## src/hw/rtl/page_frame_first_fit_allocator_macros.svh

```systemverilog
// Assertion helpers shared by the allocator modules.
`ifndef PAGE_FRAME_FIRST_FIT_ALLOCATOR_MACROS_SVH
`define PAGE_FRAME_FIRST_FIT_ALLOCATOR_MACROS_SVH

// Same-cycle implication, held off during reset
`define PFA_ASSERT_IMPL(label, clk, rst_n, ante, cons) \
	label: assert property (@(posedge clk) disable iff (!rst_n) (ante) |-> (cons)) \
		else $error("allocator check failed");

// Next-cycle implication, held off during reset
`define PFA_ASSERT_NEXT(label, clk, rst_n, ante, cons) \
	label: assert property (@(posedge clk) disable iff (!rst_n) (ante) |=> (cons)) \
		else $error("allocator check failed");

`endif

```

## src/hw/rtl/pfa_pkg.sv

```systemverilog
package pfa_pkg;

	// default geometry
	localparam int NUM_FRAMES_DEF  = 8;
	localparam int FRAME_BYTES_DEF = 32;

	// request opcodes
	localparam logic OP_ALLOC = 1'b0;
	localparam logic OP_FREE  = 1'b1;

	// result status codes
	localparam logic [1:0] STATUS_OK    = 2'd0;
	localparam logic [1:0] STATUS_NOOP  = 2'd1;
	localparam logic [1:0] STATUS_OOM   = 2'd2;
	localparam logic [1:0] STATUS_FAULT = 2'd3;

	typedef enum logic {
		ST_IDLE,
		ST_EXEC
	} state_t;

	// controller to datapath commands
	typedef struct packed {
		logic load;
		logic exec;
	} cmd_t;

endpackage

```

## src/hw/rtl/pfa_req_if.sv

```systemverilog
interface pfa_req_if;
	logic        valid;
	logic        ready;
	logic        op;
	logic [15:0] request_bytes;
	logic [7:0]  free_address;
	logic        address_is_null;

	modport source (
		output valid, op, request_bytes, free_address, address_is_null,
		input  ready
	);
	modport sink (
		input  valid, op, request_bytes, free_address, address_is_null,
		output ready
	);
endinterface

```

## src/hw/rtl/pfa_rsp_if.sv

```systemverilog
interface pfa_rsp_if;
	logic       valid;
	logic       ready;
	logic [1:0] status;
	logic [7:0] granted_address;

	modport source (
		output valid, status, granted_address,
		input  ready
	);
	modport sink (
		input  valid, status, granted_address,
		output ready
	);
endinterface

```

## src/hw/rtl/pfa_ctrl.sv

```systemverilog
`include "page_frame_first_fit_allocator_macros.svh"

module pfa_ctrl (
	input  logic          clk,
	input  logic          arst_n,
	input  logic          in_valid,
	output logic          in_ready,
	output logic          out_valid,
	input  logic          out_ready,
	output pfa_pkg::cmd_t cmd
);

	pfa_pkg::state_t state_q, state_d;
	logic            out_valid_q;

	// state register
	always_ff @(posedge clk or negedge arst_n) begin
		if (!arst_n) begin
			state_q <= pfa_pkg::ST_IDLE;
		end else begin
			state_q <= state_d;
		end
	end

	// next state and commands
	always_comb begin
		state_d  = state_q;
		cmd      = '0;
		in_ready = 1'b0;
		unique case (state_q)
			pfa_pkg::ST_IDLE: begin
				in_ready = 1'b1;
				if (in_valid) begin
					cmd.load = 1'b1;
					state_d  = pfa_pkg::ST_EXEC;
				end
			end
			pfa_pkg::ST_EXEC: begin
				// result slot free, or its beat leaves this cycle
				if (!out_valid_q || out_ready) begin
					cmd.exec = 1'b1;
					state_d  = pfa_pkg::ST_IDLE;
				end
			end
			default: begin
				state_d = pfa_pkg::ST_IDLE;
			end
		endcase
	end

	// output beat valid
	always_ff @(posedge clk or negedge arst_n) begin
		if (!arst_n) begin
			out_valid_q <= 1'b0;
		end else if (cmd.exec) begin
			out_valid_q <= 1'b1;
		end else if (out_ready) begin
			out_valid_q <= 1'b0;
		end
	end

	assign out_valid = out_valid_q;

	`PFA_ASSERT_NEXT(a_exec_gives_beat, clk, arst_n, cmd.exec, out_valid_q)
	`PFA_ASSERT_IMPL(a_no_overwrite, clk, arst_n, cmd.exec, !out_valid_q || out_ready)
	`PFA_ASSERT_NEXT(a_load_to_exec, clk, arst_n, cmd.load, state_q == pfa_pkg::ST_EXEC)

endmodule

```

## src/hw/rtl/pfa_datapath.sv

```systemverilog
`include "page_frame_first_fit_allocator_macros.svh"

module pfa_datapath #(
	parameter int NUM_FRAMES  = pfa_pkg::NUM_FRAMES_DEF,
	parameter int FRAME_BYTES = pfa_pkg::FRAME_BYTES_DEF
) (
	input  logic          clk,
	input  logic          arst_n,
	input  pfa_pkg::cmd_t cmd,
	input  logic          op,
	input  logic [15:0]   request_bytes,
	input  logic [7:0]    free_address,
	input  logic          address_is_null,
	output logic [1:0]    status,
	output logic [7:0]    granted_address
);

	localparam int LEN_W = $clog2(NUM_FRAMES + 1);

	// request register
	logic                  op_q;
	logic                  null_q;
	logic [NUM_FRAMES:0]   therm_q, therm_d;
	logic [LEN_W-1:0]      need_q, need_d;
	logic [NUM_FRAMES-1:0] hit_q, hit_d;

	// allocation state
	logic [NUM_FRAMES-1:0] reserved_q, reserved_d;
	logic [LEN_W-1:0]      run_len_q [NUM_FRAMES];
	logic [LEN_W-1:0]      run_len_d [NUM_FRAMES];

	// search and release
	logic [NUM_FRAMES-1:0] fits, first, set_mask, rel_mask;
	logic                  found;
	logic                  sel_res;
	logic [LEN_W-1:0]      sel_len;
	logic [7:0]            grant_addr;

	// result
	logic [1:0] status_d, status_q;
	logic [7:0] addr_d, addr_q;

	// size thermometer: bit j set when the request spans more than j frames
	always_comb begin
		for (int j = 0; j <= NUM_FRAMES; j++) begin
			therm_d[j] = 32'(request_bytes) > 32'(j * FRAME_BYTES);
		end
		need_d = '0;
		for (int j = NUM_FRAMES; j >= 1; j--) begin
			if (!therm_d[j]) need_d = LEN_W'(j);
		end
		// aligned address inside the pool hits exactly one frame
		for (int f = 0; f < NUM_FRAMES; f++) begin
			hit_d[f] = 32'(free_address) == 32'(f * FRAME_BYTES);
		end
	end

	always_ff @(posedge clk) begin
		if (cmd.load) begin
			op_q    <= op;
			null_q  <= address_is_null;
			therm_q <= therm_d;
			need_q  <= need_d;
			hit_q   <= hit_d;
		end
	end

	// start s fits when the run stays inside the pool and covers no reserved frame
	always_comb begin
		for (int s = 0; s < NUM_FRAMES; s++) begin
			fits[s] = !therm_q[NUM_FRAMES - s];
			for (int k = s; k < NUM_FRAMES; k++) begin
				if (reserved_q[k] && therm_q[k - s]) fits[s] = 1'b0;
			end
		end
	end

	// lowest fitting start wins
	always_comb begin
		logic seen;
		seen = 1'b0;
		for (int s = 0; s < NUM_FRAMES; s++) begin
			first[s] = fits[s] && !seen;
			seen     = seen || fits[s];
		end
	end

	assign found = |fits;

	// frames to reserve, and aligned start address
	always_comb begin
		set_mask   = '0;
		grant_addr = '0;
		for (int s = 0; s < NUM_FRAMES; s++) begin
			if (first[s]) grant_addr = grant_addr | 8'(s * FRAME_BYTES);
			for (int k = s; k < NUM_FRAMES; k++) begin
				if (first[s] && therm_q[k - s]) set_mask[k] = 1'b1;
			end
		end
	end

	// frames to release, bounded at the last frame
	always_comb begin
		rel_mask = '0;
		sel_len  = '0;
		sel_res  = |(hit_q & reserved_q);
		for (int f = 0; f < NUM_FRAMES; f++) begin
			if (hit_q[f]) sel_len = sel_len | run_len_q[f];
			for (int k = f; k < NUM_FRAMES; k++) begin
				if (hit_q[f] && (LEN_W'(k - f) < run_len_q[f])) rel_mask[k] = 1'b1;
			end
		end
	end

	// result and next state
	always_comb begin
		status_d   = pfa_pkg::STATUS_OK;
		addr_d     = '0;
		reserved_d = reserved_q;
		run_len_d  = run_len_q;
		if (op_q == pfa_pkg::OP_ALLOC) begin
			if (!therm_q[0]) begin
				status_d = pfa_pkg::STATUS_NOOP;
			end else if (therm_q[NUM_FRAMES] || !found) begin
				status_d = pfa_pkg::STATUS_OOM;
			end else begin
				addr_d     = grant_addr;
				reserved_d = reserved_q | set_mask;
				for (int s = 0; s < NUM_FRAMES; s++) begin
					if (first[s]) run_len_d[s] = need_q;
				end
			end
		end else begin
			if (null_q) begin
				status_d = pfa_pkg::STATUS_NOOP;
			end else if (!sel_res || sel_len == '0) begin
				// unaligned, outside the pool, or not a run start
				status_d = pfa_pkg::STATUS_FAULT;
			end else begin
				reserved_d = reserved_q & ~rel_mask;
				for (int f = 0; f < NUM_FRAMES; f++) begin
					if (hit_q[f]) run_len_d[f] = '0;
				end
			end
		end
	end

	// bitmap and run lengths
	always_ff @(posedge clk or negedge arst_n) begin
		if (!arst_n) begin
			reserved_q <= '0;
			for (int f = 0; f < NUM_FRAMES; f++) begin
				run_len_q[f] <= '0;
			end
		end else if (cmd.exec) begin
			reserved_q <= reserved_d;
			run_len_q  <= run_len_d;
		end
	end

	// result register
	always_ff @(posedge clk) begin
		if (cmd.exec) begin
			status_q <= status_d;
			addr_q   <= addr_d;
		end
	end

	assign status          = status_q;
	assign granted_address = addr_q;

	`PFA_ASSERT_IMPL(a_len_implies_reserved, clk, arst_n, run_len_q[0] != '0, reserved_q[0])
	`PFA_ASSERT_NEXT(a_fault_keeps_map, clk, arst_n, cmd.exec && status_d == pfa_pkg::STATUS_FAULT, reserved_q == $past(reserved_q))

endmodule

```

## src/hw/rtl/page_frame_first_fit_allocator.sv

```systemverilog
// A request beat accepted in the idle state is registered and executed in the execute
// state, which registers its result beat. The controller holds one request at a time and
// takes no new one until it is executed; the run search is combinational logic.
// A stalled result beat holds the next request in the execute state.
// Reset (arst_n low, asynchronous): every frame free, all run lengths zero, no beat pending.
module page_frame_first_fit_allocator #(
	parameter int NUM_FRAMES  = pfa_pkg::NUM_FRAMES_DEF,
	parameter int FRAME_BYTES = pfa_pkg::FRAME_BYTES_DEF
) (
	input logic       clk,
	input logic       arst_n,
	pfa_req_if.sink   req,
	pfa_rsp_if.source rsp
);

	pfa_pkg::cmd_t cmd;

	// sequencing and result handshake
	pfa_ctrl u_ctrl (
		.clk       (clk),
		.arst_n    (arst_n),
		.in_valid  (req.valid),
		.in_ready  (req.ready),
		.out_valid (rsp.valid),
		.out_ready (rsp.ready),
		.cmd       (cmd)
	);

	// bitmap, search and result
	pfa_datapath #(
		.NUM_FRAMES  (NUM_FRAMES),
		.FRAME_BYTES (FRAME_BYTES)
	) u_datapath (
		.clk             (clk),
		.arst_n          (arst_n),
		.cmd             (cmd),
		.op              (req.op),
		.request_bytes   (req.request_bytes),
		.free_address    (req.free_address),
		.address_is_null (req.address_is_null),
		.status          (rsp.status),
		.granted_address (rsp.granted_address)
	);

endmodule
```

## src/flat_wrapper.sv

```systemverilog
// flat-port wrapper written by rule: the top's interface ports become plain ports
module page_frame_first_fit_allocator_flat 
#(
	parameter int NUM_FRAMES  = pfa_pkg::NUM_FRAMES_DEF,
	parameter int FRAME_BYTES = pfa_pkg::FRAME_BYTES_DEF
)
  (clk, arst_n, req_valid, req_op, req_request_bytes, req_free_address, req_address_is_null, req_ready, rsp_valid, rsp_status, rsp_granted_address, rsp_ready);
  pfa_req_if req_i ();
  pfa_rsp_if rsp_i ();
  input logic clk;
  input logic arst_n;
  input wire logic [$bits(req_i.valid)-1:0] req_valid;
  input wire logic [$bits(req_i.op)-1:0] req_op;
  input wire logic [$bits(req_i.request_bytes)-1:0] req_request_bytes;
  input wire logic [$bits(req_i.free_address)-1:0] req_free_address;
  input wire logic [$bits(req_i.address_is_null)-1:0] req_address_is_null;
  output wire logic [$bits(req_i.ready)-1:0] req_ready;
  output wire logic [$bits(rsp_i.valid)-1:0] rsp_valid;
  output wire logic [$bits(rsp_i.status)-1:0] rsp_status;
  output wire logic [$bits(rsp_i.granted_address)-1:0] rsp_granted_address;
  input wire logic [$bits(rsp_i.ready)-1:0] rsp_ready;
  assign req_i.valid = req_valid;
  assign req_i.op = req_op;
  assign req_i.request_bytes = req_request_bytes;
  assign req_i.free_address = req_free_address;
  assign req_i.address_is_null = req_address_is_null;
  assign req_ready = req_i.ready;
  assign rsp_valid = rsp_i.valid;
  assign rsp_status = rsp_i.status;
  assign rsp_granted_address = rsp_i.granted_address;
  assign rsp_i.ready = rsp_ready;
  page_frame_first_fit_allocator #(.NUM_FRAMES(NUM_FRAMES), .FRAME_BYTES(FRAME_BYTES)) u_core (.clk(clk), .arst_n(arst_n), .req(req_i), .rsp(rsp_i));
endmodule
```

## config.mk

```make
export PLATFORM = sky130hd
export DESIGN_NAME = page_frame_first_fit_allocator_flat
export DESIGN_NICKNAME = d
export VERILOG_FILES = /design/src/hw/rtl/pfa_pkg.sv /design/src/hw/rtl/pfa_req_if.sv /design/src/hw/rtl/pfa_rsp_if.sv /design/src/hw/rtl/pfa_ctrl.sv /design/src/hw/rtl/pfa_datapath.sv /design/src/hw/rtl/page_frame_first_fit_allocator.sv /design/src/flat_wrapper.sv
export VERILOG_INCLUDE_DIRS = /design/src /design/src/hw/rtl
export SDC_FILE = /design/constraint.sdc
export NUM_CORES = 1
export LEC_CHECK = 0
export ABC_CLOCK_PERIOD_IN_PS = 7500
export BUFFER_PORTS_ARGS = -buffer_cell sky130_fd_sc_hd__clkbuf_2
export CORE_ASPECT_RATIO = 1.25
export CORE_MARGIN = 10
export CORE_UTILIZATION = 25
export CTS_CLUSTER_DIAMETER = 100
export DETAILED_ROUTE_END_ITERATION = 8
export GPL_TIMING_DRIVEN = 0
export PLACE_DENSITY = 0.41
export RECOVER_POWER = 25
export SYNTH_ARGS = -nofsm -noshare
export SYNTH_HDL_FRONTEND = slang
export SYNTH_HIERARCHICAL = 1
export SYNTH_SLANG_ARGS = --single-unit
```

## constraint.sdc

```tcl
create_clock -name clk -period 7.5 [get_ports clk]
set_input_delay 0.375 -clock clk [delete_from_list [all_inputs] [get_ports clk]]
set_output_delay 0.375 -clock clk [all_outputs]
set_load 0.01 [all_outputs]
```

[Word-level counts from Yosys, hierarchy flattened]
Index checks and enable logic that the tools add are counted.
Word-level totals
  register bits after elaboration: 75
  input port bits: 30
Operators by class
  order comparisons: 45
  eq/ne operators: 18
  multiplexer cells: 170
  bitwise operators: 13
  reduce and logical (&&, ||, !) cells: 168
Operator list (count)
  $mux 32: 5
  $mux 1: 116
  $logic_and 1x1->1: 115
  $mux 4: 25
  $mux 8: 9
  $gt 16x8->1 const B: 4
  $reduce_and 7->1: 9
  $lt 1x4->1 const A: 15
  $lt 2x4->1 const A: 11
  $lt 3x4->1 const A: 10
  $eq 8x8->1 const B: 4
  $gt 16x7->1 const B: 2
  $or 4x4->4: 7
  $reduce_bool 2->1: 10
  $logic_not 1->1: 18
  $and 8x8->8: 2
  $eq 8x7->1 const B: 2
  $gt 16x1->1 const B: 1
  $gt 16x6->1 const B: 1
  $gt 16x9->1 const B: 1
  $ne 2x1->1 const B: 8
  $reduce_or 8->1: 2
  $mux 2: 7
  $mux 7: 2
  14 further kinds: 28

[Logic depth before layout (Yosys ltp)]
Gate-level depths: netlist of the first run.
  depth in word-level cells: 23
  gate-level depth with buffers: 10
  mapped depth without buffers: 7

[Hierarchy]
The synthesis of the first run kept the hierarchy.
Modules (own cells, without submodules)
  pfa_datapath: times used 1, cells each 394, area each 4154.0 um^2, seq. area each 1841.8 um^2
  pfa_ctrl: times used 1, cells each 8, area each 93.8 um^2, seq. area each 50.0 um^2

[Worst setup path after synthesis of the first run]
Ideal clock, no wire load.
  kind: reg-to-reg
  start point: register u_core.u_datapath.therm_q[1]
  end point: register u_core/u_datapath/run_len_q[12] in the netlist's numbering
  library setup time: 0.128 ns
  arrival: 2.226 ns
  data required time: 7.372 ns
  path slack: 5.147 ns
  stages on the path, launching flop included: 9
  path through: edfxtp_1 a222oi_1 nand3_2 and2_4 a41oi_2 a2bb2oi_2 buf_6 and2_4 mux2_1
Between the ends
  word-level cells in the longest chain between the ends: 15
Ends and longest elaborated chain
  start: declaration: RTL line pfa_datapath.sv:23  | logic [NUM_FRAMES:0] therm_q, therm_d;
  start signal: assignment: RTL line pfa_datapath.sv:62  | therm_q <= therm_d;
  branches (longest 14 deep; another with $reduce_or 8->1)
  $reduce_and 7->1 (no line) *
  end signal: assignment: RTL line pfa_datapath.sv:157  | run_len_q <= run_len_d;
  end: declaration: RTL line pfa_datapath.sv:29  | logic [LEN_W-1:0] run_len_q [NUM_FRAMES];
Every way passes the cells marked *.
A chain may end at the register's enable or synchronous reset.

[Worst setup path after layout of the first run]
  start point: register u_core/u_datapath/run_len_q[0] in the netlist's numbering
  end point: register u_core/u_datapath/run_len_q[28] in the netlist's numbering
Between the ends
  word-level cells in the longest chain between the ends: 6
Ends and longest elaborated chain
  $or 4x4->4: RTL line pfa_datapath.sv:108  | if (hit_q[f]) sel_len = sel_len | run_len_q[f];
  $mux 4: RTL line pfa_datapath.sv:108
  $logic_not 4->1: RTL line pfa_datapath.sv:136  | end else if (!sel_res || sel_len == '0) begin
  $logic_or 1x1->1: RTL line pfa_datapath.sv:136
  $ne 2x2->1 (no line)
  $reduce_and 7->1 (no line)
Every way passes these cells.

==> metrics.cfg, run 1 <==
[logic_synthesis]
synthArstFlopShare=0.6000
syn_area_mm2=0.004248
synthSimpleGateAreaFrac=0.1985
ys_ff_latch=70
synth_cell_type_count=74
synth.area.mux_share=0.08483
synthFlopType=dfrtp_1
synth_top_area_share=0.2474
synth_compound_area_frac=0.2118
syn-instance-count=402
netlist.top_cell.by_area=dfrtp_1
synth-adder-area-share=0
synth_area_per_cell_um2=10.57
synth_xor_area_frac=0.002062
synth_edf_count=28
synth_warnings=6
synth.area.top_cells=dfrtp_1, edfxtp_1, mux2_2
synth_top_family_by_area=compound AO/OA/AOI/OAI gates
synth_seq_area_share=0.4454

[die]
die-area_mm2=0.02264
core_mm2=0.01678
die-height_um=165.7
die_w_um=136.6
initial_core_util=0.2532
row_count=53
ios=42

[cells_and_area]
design_area_mm2=0.005026
regArea_mm2=0.001892
instances_no_fill=678
diodes=0
final_common_cell=dfrtp_1
multi_input_area_mm2=0.002126
drive_gt1_frac=0.2642
area_growth_pct=18.32
nets=483
fillers=1754
layout.cells.most_common_list=dfrtp_1, nand2_1, clkbuf_2
final_core_util=0.2996

[placement]
port_buffers=36
place_inst=662
place_congestion=0.8683
dpl_worst_slack_ps=4496
hpwl_mm=9.478
place_area_mm2=0.004718

[worst_setup_path]
critPathMaxFanout=10
start_kind=flip-flop
critPathArrivalTime_ps=3260
worstSetupPathType=reg -> reg
path_common_cell=nand2_1
reg2reg_depth=8
crit_path_end_kind=flip-flop
path_cells=o41ai_1, nand3_1, nor4_1, a31o_2, buf_4, nand2_1, nand2_1, mux2_2
max_stage_delay_ps=700
crit_required_ps=7720
cpMaxStageDelayCell=o41ai_1

[grt]
antenna_found_initial=0
grt_max_degree=43
grt_pass1_vias=3605
grt.total_usage=0.1140
gr-total-overflow=0
grt_pass1_wl_mm=20.21

[routing]
routed_via_density=5.187
first_pass_iters=5
drc_errors=0
vias=3517
drt-total-wl_mm=12.65
drt_iter0_drc=227
drt-wirelength-per-cell_um=18.66
ant_nets=0

[timing]
hold_viol_final=0
fin_crit_ps=3044
post-route-period-util=0.4058
setup_tns_ps=0
setup_ws_ps=4456
setup_viol=0
fin_skew_ps=9.432
rsz0062_at_grt=no
tightest_slew_ps=2443
slew_viol_final=43
slew_headroom=-0.6286
max_freq_ghz=0.3285

[cts]
cts.repair.resized=0
clk_latency_ps=340
ctsHoldBuffers=0
cts.path.max_buffers=2
postCtsSetupBuffers=0
cts_buffers=9
cts_root_buffer=clkbuf_16
htreeDepth=3
clk_pin_slew_worst_paths_ps=60
cts_tree=built
cts.sinks=70

[min_path]
hold_depth=1
min_path_type=in -> reg

[outcome]
violations=max-capacitance violations, max-slew violations
outcome=finished with violations

[flow_run]
drv_cap=1

[pwr]
power_leakage_nw=2.042
pwr_density_cell_mw_per_mm2=234.4
ir_worst_vdd_uv=103.5

==> critical path, delay by kind of cell (launching register included) <==
family | cells | cell delay, ps
AO/OA/AOI/OAI | 2 | 950
AND/OR/NAND/NOR | 4 | 1050
multiplexers | 1 | 360
flip-flops | 1 | 390
buffers and inverters | 1 | 170
==> where the power goes <==
group | switching [mW] | total, mW | leakage [nW] | internal, mW
clock network | 0.161 | 0.452 | 0.154 | 0.291
logic | 0.117 | 0.216 | 1.10 | 0.0983
registers | 0.0586 | 0.511 | 0.789 | 0.452
==> per-layer routing <==
metal | GRT usage | vias up | wire [um]
met5 | 0 | - | 0
met1 | 0.1388 | 1712 | 5450
met2 | 0.1822 | 126 | 6143
met4 | 0.05800 | 0 | 341
met3 | 0.02633 | 22 | 714
li1 | - | 1657 | -
==> path summary, 6_finish.rpt <==
path / start / to / slack, ps
hold / removal: req_address_is_null / u_core/u_datapath/null_q / 220
hold reg to reg: u_core/u_datapath/run_len_q[14] / u_core/u_datapath/run_len_q[14] / 490
setup reg to reg: u_core/u_datapath/run_len_q[0] / u_core/u_datapath/run_len_q[28] / 4460
min in group asynchronous: arst_n / u_core/u_datapath/run_len_q[5] / 790
max in group asynchronous: arst_n / u_core/u_datapath/reserved_q[5] / 5320
setup / recovery: u_core/u_datapath/run_len_q[0] / u_core/u_datapath/run_len_q[28] / 4460
==> state kept, by name (all words and copies together) (netlist names) <==
name,cells
u_core/u_ctrl/out_valid,1
u_core/u_ctrl/state_q,1
u_core/u_datapath/granted_address,3
u_core/u_datapath/hit_q,8
u_core/u_datapath/need_q,4
u_core/u_datapath/null_q,1
u_core/u_datapath/op_q,1
u_core/u_datapath/reserved_q,8
u_core/u_datapath/run_len_q,32
u_core/u_datapath/status,2
u_core/u_datapath/therm_q,9
==> final cells by class <==
| cell class | instances | share of cell area |
|---|---|---|
| clock inverters | 6 | 0.01718 |
| inverters | 3 | 0.002240 |
| repair buffers | 36 | 0.03535 |
| plain buffers | 28 | 0.04556 |
| multi-input cells | 305 | 0.4230 |
| well taps | 220 | 0.05477 |
| flip-flops and latches | 70 | 0.3764 |
| clock buffers | 10 | 0.04556 |
==> cell usage after synthesis, drive strengths merged (3+ instances only) <==
cell type	number
dfrtp	42
nand2	40
mux2	29
edfxtp	28
nand3	26
nor2	24
o21ai	24
buf	19
a22oi	14
a21oi	12
a221oi	9
and3	9
nand4	9
nor2b	9
clkbuf	8
a211o	7
nor3	7
and2	6
o31ai	6
a22o	5
nor4	5
a31oi	4
nor3b	4
o211ai	4
a211oi	3
a21o	3
a222oi	3
inv	3
nand2b	3
o22ai	3
==> metrics by stage <==
step	hold slack [ps]	total power, mW
finish	215.5	1.178
global route	207.4	1.238
CTS	207.9	1.192
detailed placement	469.7	0.7314
global placement	475.4	0.7306
floorplan	79.41	0.6497
==> logic make-up (layout without fill, tap and decap cells) <==
group / Yosys count / count (layout)
mux: 29 / 29
flops: 70 / 70
other cells: 1 / 5
buf+inv: 31 / 83
compound gates: 119 / 119
simple gates: 151 / 151
xor+xnor: 1 / 1
No activity file was read; power rests on OpenSTA's default activity.
==> run 2: changes to the inputs <==
- ABC_AREA: not set -> 1
- ABC_CLOCK_PERIOD_IN_PS: 7500 -> 3100
- clock period: 7.5 -> 3.1 ns (I/O delays scaled with it)
==> run 2 against run 1 <==
Compared with the run above:
- the run still ends with max-capacitance violations, max-slew violations left
- combinational power increased to 4.6 times the previous value
- design area increased by 3.2%
- maximum frequency increased by 32%
- worst hold slack got worse by 190 ps
- critical path depth increased by 8
- utilization decreased by 0.21 points
- synthesized cell count increased by 50%
- total power increased to 2.7 times the previous value
- count of clock-buffer cells in the layout increased by 1
- largest cell class unchanged
==> metrics.cfg, run 2 <==
[outcome]
outcome=finished with violations
violations=max-capacitance violations, max-slew violations

[placement]
place_area_mm2=0.004888  ; +3.6%
hpwl_mm=11.02  ; +16%
dpl_worst_slack_ps=841.2  ; -3654 ps
place_congestion=0.8854  ; +2.0%
port_buffers=35  ; -2.8%

[die]
row_count=54  ; +1.9%
core_mm2=0.01743  ; +3.9%
die_w_um=138.9  ; +1.7%
die-height_um=168.6  ; +1.7%
initial_core_util=0.2534  ; +0.0002571
ios=42  ; unchanged
die-area_mm2=0.02342  ; +3.5%

[worst_setup_path]
critPathLaunch=u_core/u_datapath/therm_q[1]
critPathArrivalTime_ps=2540  ; -720 ps
worstSetupPathType=reg -> reg
crit_path_end_kind=flip-flop
crit_required_ps=3330  ; -4390 ps
start_kind=flip-flop
reg2reg_from=u_core/u_datapath/therm_q[1]
critPathMaxFanout=10  ; unchanged

[logic_synthesis]
synth_warnings=6  ; unchanged
netlist.top_cell.by_area=dfrtp_1
synth_cell_type_count=46  ; -38%
ys_ff_latch=70  ; unchanged
synth.area.top_cells=dfrtp_1, edfxtp_1, nand2_1
synth_area_per_cell_um2=7.315  ; -31%
syn_area_mm2=0.004418  ; +4.0%
synth_edf_count=28  ; unchanged
synthArstFlopShare=0.6000  ; unchanged
yosysMostFrequentCell=nand2_1
synthFlopType=dfrtp_1
syn-instance-count=604  ; +50%
synthTopCellsByCount=nand2_1, nor2_1, inv_1
synth_top_area_share=0.2379  ; -0.009530
synth_seq_area_share=0.4282  ; -0.01715

[pwr]
ir_worst_vdd_uv=255.9  ; +150%
seqPwrFrac=0.393  ; -0.040
p_sw_mw=1.165  ; +250%
p_sw_frac=0.3623  ; +0.07624
pwr_density_cell_mw_per_mm2=620.4  ; +160%
p_total_mw=3.217  ; +170%
power_leakage_nw=2.496  ; +22%
power.internal_mw=2.052  ; +140%
power_frac_comb=0.309  ; +0.126
clock_power_share=0.299  ; -0.085

[cts]
ctsHoldBuffers=2  ; +2
clk_latency_ps=340  ; about the same
postCtsSetupBuffers=0  ; unchanged
cts_buffers=9  ; unchanged
cts.sinks=70  ; unchanged
cts.path.max_buffers=2  ; unchanged
cts.repair.resized=0  ; unchanged
htreeDepth=3  ; unchanged
clk_pin_slew_worst_paths_ps=60  ; about the same
cts_tree=built
cts_root_buffer=clkbuf_16

[timing]
setup_viol=0  ; unchanged
post-route-period-util=0.7421  ; +0.3363
slew_viol_final=43  ; unchanged
fin_skew_ps=7.718  ; -1.714 ps
setup_tns_ps=0  ; unchanged
tightest_slew_ps=2374  ; -69.37 ps
rsz0062_at_grt=no
hold_viol_final=0  ; unchanged
fin_crit_ps=2301  ; -743.1 ps
setup_ws_ps=799.3  ; -3657 ps
max_freq_ghz=0.4347  ; +32%
slew_headroom=-0.5824  ; +0.04625

[cells_and_area]
diodes=0  ; unchanged
layout.cells.most_common_list=nand2_1, nor2_1, inv_1
fillers=1945  ; +11%
area_growth_pct=17.36
nets=686  ; +42%
design_area_mm2=0.005185  ; +3.2%
final_common_cell=nand2_1
largest_reg_flops=32  ; unchanged
drive_gt1_frac=0.1573  ; -0.1069
reg.largest.list=u_core/u_datapath/run_len_q: 32 flops, u_core/u_datapath/therm_q: 9 flops
largest-register=u_core/u_datapath/run_len_q

[routing]
first_pass_iters=4  ; -1
vias=4094  ; +16%
ant_nets=0  ; unchanged
drt-wirelength-per-cell_um=15.70  ; -16%
drt_iter0_drc=287  ; +26%
drt-total-wl_mm=13.90  ; +9.9%
routed_via_density=4.626  ; -11%
drc_errors=0  ; unchanged

[flow_run]
drv_cap=1  ; unchanged

[min_path]
min_path_type=in -> reg
hp-start=req_valid

[grt]
grt_max_degree=43  ; unchanged
gr-total-overflow=0  ; unchanged
grt_pass1_wl_mm=22.05  ; +9.1%
grt.total_usage=0.1186  ; +0.004540
grt_pass1_vias=3989  ; +11%
antenna_found_initial=0  ; unchanged

==> run 2: changes by cell type after synthesis, sizes merged, moves of 8 or more <==
| cell | delta |
|---|---|
| mux2 | -29 |
| nor2b | -9 |
| nand2 | +188 |
| a21oi | +9 |
| a221oi | -8 |
| nor2 | +45 |
| o21ai | +28 |
| a22oi | -14 |
| inv | +59 |
==> run 2: layer usage <==
metal | share of wire | global-route usage
met5 | 0 | 0
met4 | 0.018 | 0.05316
met3 | 0.031 | 0.01484
met2 | 0.51 | 0.2050
met1 | 0.45 | 0.1438
==> run 2: per-stage QoR <==
step	hold WS (ps)	utilization	instances
after floorplan	-140.6	-	608
after global placement	335.4	0.2804	867
after CTS	17.25	0.2975	885
final	27.96	0.2974	885
after global routing	28.28	0.2974	885
after detailed placement	342.1	0.2804	867
==> run 2: power by group through the flow <==
stage / registers, mW / clock network (mW) / logic (mW)
4_1_cts: 1.26 / 0.993 / 1.00
5_1_grt: 1.28 / 1.03 / 1.15
2_1_floorplan: 1.24 / 0 / 0.736
3_5_place_dp: 1.28 / 0 / 0.997
3_3_place_gp: 1.28 / 0 / 0.995
6_report: 1.26 / 0.961 / 0.993
==> run 2: final timing paths <==
check | endpoint | slack (ps) | cells after the start
max | u_core/u_datapath/reserved_q[7] | 800 | 16
min | u_core/u_ctrl/state_q | 30 | 3
max reg2reg | u_core/u_datapath/reserved_q[7] | 800 | 16
min reg2reg | u_core/u_datapath/run_len_q[15] | 490 | 2
max in group asynchronous | u_core/u_datapath/run_len_q[7] | 1210 | 1
min in group asynchronous | u_core/u_datapath/run_len_q[20] | 540 | 1
==> run 2: cell families after synthesis <==
kind of cell	after synthesis	synth area share
AO/OA/AOI/OAI	94	0.1266
buffers and inverters	82	0.08383
flip-flops	70	0.4282
other	1	0.0008488
AND/OR/NAND/NOR	357	0.3605
==> run 2: worst max-delay path, cell delays in order, from the launching register on <==
cell	delay, ps
edfxtp_1	460
buf_6	190
nand2_1	60
nand3_1	80
nor2_1	140
nand2_2	80
buf_2	200
nand3_1	340
nor2_1	70
nor2_1	90
nand3_1	100
nor2_1	100
nand2_1	70
nand2_1	60
nand2_1	50
nand2_1	60
nand2_1	50
==> run 2: final cells by class <==
class	count	area (um^2)	area share
multi-input combinational	456	2171	0.4187
sequential	70	1892	0.3649
tap	224	280.3	0.05405
clock buffer	11	242.7	0.04681
inverter	63	236.5	0.04561
timing repair buffer	37	193.9	0.03740
buffer	19	133.9	0.02582
clock inverter	5	35.03	0.006757
